## src/hw/rtl/pcl_ram.sv

```systemverilog
module pcl_ram #(
  parameter int WIDTH = 8,
  parameter int DEPTH = 32,
  localparam int AW = $clog2(DEPTH)
) (
  input  logic             clk,
  input  logic             we,
  input  logic [AW-1:0]    waddr,
  input  logic [WIDTH-1:0] wdata,
  input  logic [AW-1:0]    raddr,
  output logic [WIDTH-1:0] rdata
);

  logic [WIDTH-1:0] mem [DEPTH];

  // one write port, one registered read port
  always_ff @(posedge clk) begin
    if (we) begin
      mem[waddr] <= wdata;
    end
    rdata <= mem[raddr];
  end

endmodule

```

## config.mk

```make
export PLATFORM = sky130hd
export DESIGN_NAME = pcl_ram
export DESIGN_NICKNAME = d
export VERILOG_FILES = /design/src/hw/rtl/pcl_ram.sv
export SDC_FILE = /design/constraint.sdc
export NUM_CORES = 1
export LEC_CHECK = 0
export BUFFER_PORTS_ARGS = -buffer_cell sky130_fd_sc_hd__buf_2
export CAP_MARGIN = 20
export CELL_PAD_IN_SITES_DETAIL_PLACEMENT = 1
export CELL_PAD_IN_SITES_GLOBAL_PLACEMENT = 2
export CORE_ASPECT_RATIO = 1.75
export CORE_MARGIN = 4
export CORE_UTILIZATION = 36
export CTS_CLUSTER_SIZE = 40
export DETAILED_ROUTE_END_ITERATION = 10
export PLACE_DENSITY_LB_ADDON = 0.1
export SLEW_MARGIN = 10
export SYNTH_ARGS = -nofsm -noshare
export SYNTH_HDL_FRONTEND = slang
export SYNTH_SLANG_ARGS = --single-unit
```

## constraint.sdc

```tcl
create_clock -name clk -period 2.15 [get_ports clk]
set_input_delay 0.215 -clock clk [delete_from_list [all_inputs] [get_ports clk]]
set_output_delay 0.215 -clock clk [all_outputs]
set_load 0.05 [all_outputs]
```

# == Word level (Yosys, flattened, before mapping) ==
# Memories as Yosys holds them, arrays and structs flattened. A register that Yosys moved wholly into a read port is not among the register bits.
# Index checks and enable logic that the tools add are counted.
# word_totals
register_bits,0
mem_bits_rw,256
input_bits,20
out_inout_bits,8
elab_cells,3
memories,1
# memory_table
name,depth,width,rd,rd_ports_with_merged_regs,write_ports,line,text
mem,32,8,1,1,1,14,logic [WIDTH-1:0] mem [DEPTH];
# classes
mux,2
# op_table
cell,n
$mux 1,2

# == Longest topological paths before layout ==
# Gate-level depths: netlist of run 1.
# logic_depth
word_depth,2
depth_mapped,5
ltp_nobuf,3

# == Worst setup path after synthesis of run 1 ==
# Ideal clock, no wire load.
# synth_timing
path_type,input port to flip-flop
start,input raddr[2]
end,register rdata[0] (read register of mem)
setup_time_ps,121
arrival_time_ps,1897
required_time_ps,2029
path_slack_ps,133
stages,5
path_buffers,2
path_cell_list,clkbuf_1 -> clkbuf_1 -> mux4_2 -> mux4_2 -> mux2_2
# synth_rtl
item,line,text
from (decl),10,"input logic [AW-1:0] raddr,"
to (decl),11,output logic [WIDTH-1:0] rdata

==> results of run 1 <==
-- report_power, final --
part,total (mW),internal (mW),switching (mW),leakage [nW]
Combinational,0.657,0.269,0.389,0.988
Clock,4.57,2.72,1.85,0.410
Sequential,5.75,5.72,0.0293,2.37
-- through the flow --
step / std cells / util (%)
CTS: 883 / 43.2
global placement: 840 / 40.2
detailed placement: 840 / 40.2
global route: 883 / 43.2
floorplan: 417 / -
finish: 883 / 43.2
-- Yosys cell counts --
cell        n
dfxtp_1     8
nand3b_1    5
buf_6       1
buf_1       6
buf_2       1
nor2_1     33
buf_4       6
edfxtp_1  256
or3b_2      3
or3_1       1
mux4_2     80
mux2_2      8
nand3_1     2
nand2_1     1
clkbuf_1    6
-- layout by cell type, fill, tap and decap left out --
cell type	instances
buf_2	26
clkinvlp_4	1
mux2_2	8
clkinv_1	2
clkinv_2	6
edfxtp_1	256
bufinv_16	5
or3_1	1
mux4_2	80
or3b_2	3
clkbuf_16	25
buf_4	39
nand3_1	2
buf_12	9
nand3b_1	5
clkbuf_1	4
dfxtp_1	8
nor2_1	33
nand2_1	1
-- layout make-up --
cell class / count / share of cell area, %
well taps: 369 / 3.90
repair buffers: 74 / 5.09
multi-input cells: 133 / 17.7
flip-flops and latches: 264 / 66.2
clock inverters: 14 / 1.65
clock buffers: 29 / 5.41
-- path summary, 6_finish.rpt --
kind,endpoint,slack [ns],cells past startpoint,from
worst max-delay path,rdata[2],0.30,3,mem[28][2]
worst min-delay path,rdata[5],0.18,2,raddr[3]
worst max register to register,rdata[2],0.30,3,mem[28][2]
worst min register to register,rdata[5],0.90,3,mem[23][5]
-- sequential cells by signal (all words and copies together), names as in the netlist --
signal  cells
mem       256
rdata       8
-- kinds of logic (layout without fill, tap and decap cells) --
logic type	after synthesis	after routing	synth area share [%]
flops	264	264	78.1
mux	88	88	18.8
simple gates	45	45	2.07
buf+inv	20	117	1.06
-- routing by layer --
layer | part of all wire, % | track usage [%] | wire, microns | vias up
met5 | 0 | 0 | 0 | -
met4 | 1.5 | 3.73 | 365 | 0
met3 | 4.0 | 1.91 | 969 | 22
met2 | 59 | 31.4 | 14300 | 92
met1 | 36 | 18.7 | 8790 | 2424
li1 | - | - | - | 1930
==> out/qor.txt, run 1 <==
outcome - finished, final reports clean
grt total ovfl - 0
total CTS buffers - 24
Starting DRT DRC Count - 356
post-CTS sizing - 0
P_leak - 3.77 nW
fin crit share - 86.2%
fin area - 11800 sq um
cell taking the most area after synthesis - edfxtp_1
initial core utilization - 36.7%
setup repair bufs after CTS - 0
initial antenna violation count - 0
Top delay family on crit path - multiplexers
TritonCTS clock tree - yes
clock root cell - clkbuf_16
Mapped Nets - 437
die area - 30800 sq um
clk buf depth - 3
antenna cells - 0
global placement routability congestion - 0.766
TritonCTS Sinks - 264
Post-layout nets - 517
Most common cell on crit path - mux4_2
row count - 80
largest cells by area after synthesis - edfxtp_1 (76%), mux4_2 (18%), dfxtp_1 (1.6%), nor2_1 (1.2%), mux2_2 (0.90%)
sequential cell area fraction in the yosys report - 78.1%
Worst Setup End Kind - flip-flop
Max stage delay on crit path - 0.55 ns
post-place setup slack - -0.0615 ns
via count - 4468
Worst Setup Start Kind - flip-flop
first-pass GRT wire length - 35200 microns
Multi-input gate area - 2100 sq um
setup_tns - 0 ns
Seq cells post-synth - 264
clock slew at reported path FFs - 0.07 ns
Area Overhead vs Synth - 17.8%
fillcell total - 2566
final worst slack - 0.297 ns
Critical Path, Cell by Cell - mux4_2 -> mux4_2 -> mux2_2
max cap viols - 0
Hold WS - 0.180 ns
DR pass1 iterations - 4
Post-DP Area - 11000 sq um
VDD IR-drop max - 0.000703 V
Final ANT Viol Nets - 0
PD cells - 926 nW/um^2
slowest CP cell - mux4_2
worst min path class - input pin to flip-flop
drt drc - 0
Tot Pwr - 11.0 mW
Crit Path Category - flip-flop to flip-flop
critical path required time - 2.56 ns
Cells after Synth - 417
final wirelength - 24400 microns
HPWL after DPL - 16300 microns
Fin. Hold Viols - 0
I/O Pins - 28
clk_lat worst skew - 0.53 ns
max_slew headroom - 54.3%
Syn. warnings - 0
post-DR vias/cell - 5.06
syn_area_per_cell - 24.1 sq um
die height - 229 microns
worst-path fanout max - 1
Die Wd - 134 microns
mapped cell area - 10100 sq um
buffers and inverters on the worst path - 0
storage element area - 7850 sq um
hold buffers post-CTS - 0
final setup fails - 0
WL/cell - 27.7 microns
Yosys top cell area share - 76.5%
H-tree depth - 1
max-slew violations - 0
RSZ-0062 raised after global routing - no
layout cells sized above 1 - 39.3%
skew final - 0.00894 ns
PortBufs - 27
gr usage total - 16.2%
core footprint - 27400 sq um
fin crit period - 1.85 ns
largest net degree at the start of global routing - 33
CP arrival - 2.27 ns
Worst Tran Pin Value - 0.686 ns
vias in the first global route - 4936
fmax - 540 MHz
synth unique cells - 15
(Power assumes the default switching activity.)
==> inputs of run 2 (changes only) <==
- RECOVER_POWER: not set -> 25
- SETUP_SLACK_MARGIN: not set -> 0.02
==> out/qor.txt, run 2 (synthesized netlist as in run 1, its figures left out) <==
Final ANT Viol Nets - 0 (unchanged)
storage element area - 7850 sq um (unchanged)
Most common cell on crit path - mux4_2
initial antenna violation count - 0 (unchanged)
worst-path fanout max - 1 (unchanged)
PortBufs - 27 (unchanged)
max reg flops - 256 (unchanged)
core footprint - 27400 sq um (unchanged)
hold buffers post-CTS - 0 (unchanged)
largest net degree at the start of global routing - 33 (unchanged)
DR pass1 iterations - 4 (unchanged)
die area - 30800 sq um (unchanged)
PD cells - 927 nW/um^2 (+0.11%)
Max stage delay on crit path - 0.55 ns (about the same)
CP arrival - 2.27 ns (about the same)
Fin. Hold Viols - 0 (unchanged)
Post-layout nets - 517 (unchanged)
initial core utilization - 36.7% (unchanged)
RSZ-0062 raised after global routing - no
Starting DRT DRC Count - 356 (unchanged)
skew final - 0.00966 ns (+0.000721 ns)
global placement routability congestion - 0.766 (unchanged)
Multi-input gate area - 2100 sq um (unchanged)
post-CTS sizing - 0 (unchanged)
setup repair bufs after CTS - 0 (unchanged)
via count - 4463 (-0.11%)
fin crit period - 1.86 ns (+0.00291 ns)
Worst Setup Start Kind - flip-flop
final wirelength - 24400 microns (about the same)
Critical Path, Cell by Cell - mux4_2 -> mux4_2 -> mux2_2
clock root cell - clkbuf_16
antenna cells - 0 (unchanged)
WL/cell - 27.7 microns (about the same)
row count - 80 (unchanged)
total CTS buffers - 24 (unchanged)
first-pass GRT wire length - 35200 microns (unchanged)
clk_lat worst skew - 0.53 ns (about the same)
clock slew at reported path FFs - 0.07 ns (about the same)
Largest Register - mem
Top delay family on crit path - multiplexers
layout cells sized above 1 - 38.3% (-0.97 points)
TritonCTS clock tree - yes
fin crit share - 86.3% (+0.14 points)
max-slew violations - 33 (+33)
Largest regs - mem: 256 flops, rdata: 8 flops
final worst slack - 0.294 ns (-0.00291 ns)
die height - 229 microns (unchanged)
TritonCTS Sinks - 264 (unchanged)
clk buf depth - 3 (unchanged)
post-place setup slack - -0.0615 ns (unchanged)
HPWL after DPL - 16300 microns (unchanged)
Crit Path Category - flip-flop to flip-flop
worst min path class - input pin to flip-flop
failing checks - max-capacitance violations, max-slew violations
critical path required time - 2.56 ns (about the same)
drt drc - 0 (unchanged)
Worst Setup End Kind - flip-flop
I/O Pins - 28 (unchanged)
vias in the first global route - 4936 (unchanged)
gr usage total - 16.2% (unchanged)
most frequent cells in the layout - edfxtp_1 (256), mux4_2 (80), buf_4 (39)
P_leak - 3.76 nW (-0.37%)
outcome - complete, but fails checks
Hold WS - 0.178 ns (-0.00243 ns)
max_slew headroom - -5.06% (-59 points)
fmax - 539 MHz (-0.16%)
VDD IR-drop max - 0.000703 V (about the same)
Worst Tran Pin Value - 1.58 ns (+0.890 ns)
post-layout util - 43.2% (about the same)
Area Overhead vs Synth - 17.8% (about the same)
H-tree depth - 1 (unchanged)
final setup fails - 0 (unchanged)
max cap viols - 1 (+1)
Die Wd - 134 microns (unchanged)
buffers and inverters on the worst path - 0 (unchanged)
grt total ovfl - 0 (unchanged)
post-DR vias/cell - 5.05 (-0.11%)
fillcell total - 2569 (+0.12%)
commonest non-fill, non-tap cell in the layout - edfxtp_1
slowest CP cell - mux4_2
-- run 2: changes by cell type in the layout (fill, tap and decap cells not counted) --
cell	change
clkbuf_1	+5
buf_2	-5
-- run 2: through the flow --
stage	area [sq um]	total power, mW	setup TNS [ns]	instances
floorplan	10100	6.23	0	417
detailed placement	11000	6.54	-0.161	840
finish	11800	11.0	0	883
CTS	11800	11.1	0	883
global placement	11000	6.53	-0.133	840
global route	11800	11.4	0	883
-- run 2: routing by layer --
layer / GRT usage [%] / vias up / wire length (microns)
met5: 0 / - / 0
met4: 3.73 / 0 / 365
met3: 1.91 / 22 / 1000
met2: 31.4 / 94 / 14300
met1: 18.7 / 2417 / 8760
li1: - / 1930 / -
-- run 2: final timing paths --
| path | start | endpoint | slack (ns) | depth (start not counted) |
|---|---|---|---|---|
| setup / recovery | mem[28][2] | rdata[2] | 0.29 | 3 |
| hold / removal | raddr[3] | rdata[5] | 0.18 | 2 |
| setup reg to reg | mem[28][2] | rdata[2] | 0.29 | 3 |
| hold reg to reg | mem[23][5] | rdata[5] | 0.90 | 3 |
-- run 2: layout make-up --
type                       instances  share of cell area [%]
clock buffer                      29                    5.41
clock inverter                    14                    1.65
multi-input combinational        133                    17.7
sequential                       264                    66.3
tap                              369                    3.90
timing repair buffer              74                    5.04
-- run 2: where the power goes --
group	total (mW)	switching, mW	leakage [nW]	internal (mW)
Combinational	0.656	0.389	0.974	0.267
Clock	4.57	1.85	0.410	2.72
Sequential	5.75	0.0293	2.37	5.72
Total	11.0	2.27	3.76	8.71
==> inputs of run 3 (changes only) <==
- CELL_PAD_IN_SITES_DETAIL_PLACEMENT: 1 -> 0
- CELL_PAD_IN_SITES_GLOBAL_PLACEMENT: 2 -> 1
==> out/qor.txt, run 3 (synthesized netlist as in run 1, its figures left out) <==
reg2reg start - mem[5][2]
Largest regs - mem: 256 flops, rdata: 8 flops
clk buf depth - 3 (unchanged)
fin area - 11800 sq um (-0.61%)
DR pass1 iterations - 4 (unchanged)
most frequent cells in the layout - edfxtp_1 (256), mux4_2 (80), buf_4 (39)
Worst Setup End Kind - flip-flop
clk_lat worst skew - 0.53 ns (about the same)
global placement routability congestion - 0.757 (-1.2%)
Die Wd - 134 microns (unchanged)
post-place setup slack - -0.0449 ns (+0.0166 ns)
first-pass GRT wire length - 34600 microns (-1.8%)
fillcell total - 2421 (-5.8%)
Worst Setup Start Kind - flip-flop
setup repair bufs after CTS - 0 (unchanged)
Crit Path Category - flip-flop to flip-flop
fin crit period - 1.85 ns (-0.00826 ns)
VDD IR-drop max - 0.000981 V (+40%)
hold buffers post-CTS - 0 (unchanged)
initial core utilization - 36.7% (unchanged)
die height - 229 microns (unchanged)
Hold WS - 0.193 ns (+0.0155 ns)
fin crit share - 86.0% (-0.38 points)
failing checks - max-capacitance violations, max-slew violations
clock share of power - 41.0% (-0.7 points)
final setup fails - 0 (unchanged)
Post-layout nets - 514 (-0.58%)
internal power - 8.59 mW (-1.4%)
TritonCTS clock tree - yes
R2R setup slack - 0.30 ns (about the same)
worst reg2reg path depth - 3 (unchanged)
Final ANT Viol Nets - 0 (unchanged)
die area - 30800 sq um (unchanged)
HPWL after DPL - 15400 microns (-5.7%)
PD cells - 922 nW/um^2 (-0.54%)
core footprint - 27400 sq um (unchanged)
setup_tns - 0 ns (unchanged)
commonest non-fill, non-tap cell in the layout - edfxtp_1
Logic pwr share - 6.0% (about the same)
RSZ-0062 raised after global routing - no
Sw Share - 20.9% (+0.19 points)
skew final - 0.00640 ns (-0.00325 ns)
Area Overhead vs Synth - 17.1%
hold endpoint - rdata[4]
final wirelength - 23400 microns (-4.0%)
WL/cell - 26.6 microns (-3.8%)
max_slew headroom - -4.92% (+0.14 points)
total CTS buffers - 24 (unchanged)
max reg flops - 256 (unchanged)
P_leak - 3.72 nW (-1.1%)
vias in the first global route - 4960 (+0.49%)
clock root cell - clkbuf_16
post-layout util - 42.9% (-0.26 points)
CP arrival - 2.26 ns (about the same)
row count - 80 (unchanged)
worst min path class - input pin to flip-flop
Worst Tran Pin Value - 1.57 ns (-0.00209 ns)
TritonCTS Sinks - 264 (unchanged)
worst reg2reg path endpoint - rdata[2]
grt total ovfl - 0 (unchanged)
final worst slack - 0.302 ns (+0.00826 ns)
largest net degree at the start of global routing - 41 (+24%)
Post-DP Area - 11000 sq um (-0.54%)
initial antenna violation count - 0 (unchanged)
max cap viols - 4 (+3)
I/O Pins - 28 (unchanged)
sw power - 2.27 mW (-0.25%)
Setup crit start - mem[5][2]
fmax - 541 MHz (+0.45%)
post-DR vias/cell - 5.01 (-0.87%)
gr usage total - 15.8% (-0.42 points)
Fin. Hold Viols - 0 (unchanged)
H-tree depth - 1 (unchanged)
via count - 4414 (-1.1%)
clock slew at reported path FFs - 0.07 ns (about the same)
outcome - complete, but fails checks
share of total power in sequential cells - 53.0% (+0.6 points)
Starting DRT DRC Count - 278 (-22%)
critical path required time - 2.56 ns (about the same)
Hold Path Stages - 2 (unchanged)
min-delay src - raddr[3]
layout cells sized above 1 - 37.7% (-0.63 points)
post-CTS sizing - 0 (unchanged)
max-slew violations - 132 (+300%)
antenna cells - 0 (unchanged)
worst-path fanout max - 1 (unchanged)
Largest Register - mem
drt drc - 0 (unchanged)
PortBufs - 27 (unchanged)
-- run 3: worst max path at each step --
stage / endpoint / slack [ns]
CTS: rdata[2] / 0.30
floorplan: rdata[0] / 0.13
detailed placement: rdata[4] / -0.04
global route: rdata[5] / 0.28
finish: rdata[2] / 0.30
global placement: rdata[4] / -0.06
-- run 3: worst max-delay path, stage by stage (launching register included) --
cell      delay, ns
edfxtp_1       0.37
mux4_2         0.55
mux4_2         0.53
mux2_2         0.29
-- run 3: cell type report --
cell class	count	area, sq um	share of cell area [%]
Timing Repair Buffer	71	536	4.55
Sequential cell	264	7850	66.7
Clock inverter	16	188	1.59
Multi-Input combinational cell	133	2100	17.8
Tap cell	369	462	3.92
Clock buffer	28	637	5.41
-- run 3: metrics by stage --
step | std cells | total power, mW
finish | 881 | 10.9
global route | 881 | 11.2
CTS | 881 | 11.0
detailed placement | 837 | 6.54
global placement | 837 | 6.53
floorplan | 417 | 6.23
-- run 3: per-layer routing --
layer / vias to the layer above / share of wire [%] / track usage [%]
li1: 1929 / - / -
met1: 2372 / 36 / 17.9
met2: 76 / 58 / 29.9
met3: 37 / 3.0 / 2.06
met4: 0 / 2.9 / 5.45
met5: - / 0 / 0
-- run 3: power by group through the flow --
| stage | logic [mW] | clock network [mW] | registers, mW |
|---|---|---|---|
| 6_report | 0.654 | 4.45 | 5.75 |
| 5_1_grt | 0.698 | 4.79 | 5.75 |
| 4_1_cts | 0.684 | 4.56 | 5.75 |
| 3_5_place_dp | 0.682 | 0 | 5.86 |
| 3_3_place_gp | 0.673 | 0 | 5.86 |
| 2_1_floorplan | 0.305 | 0 | 5.92 |
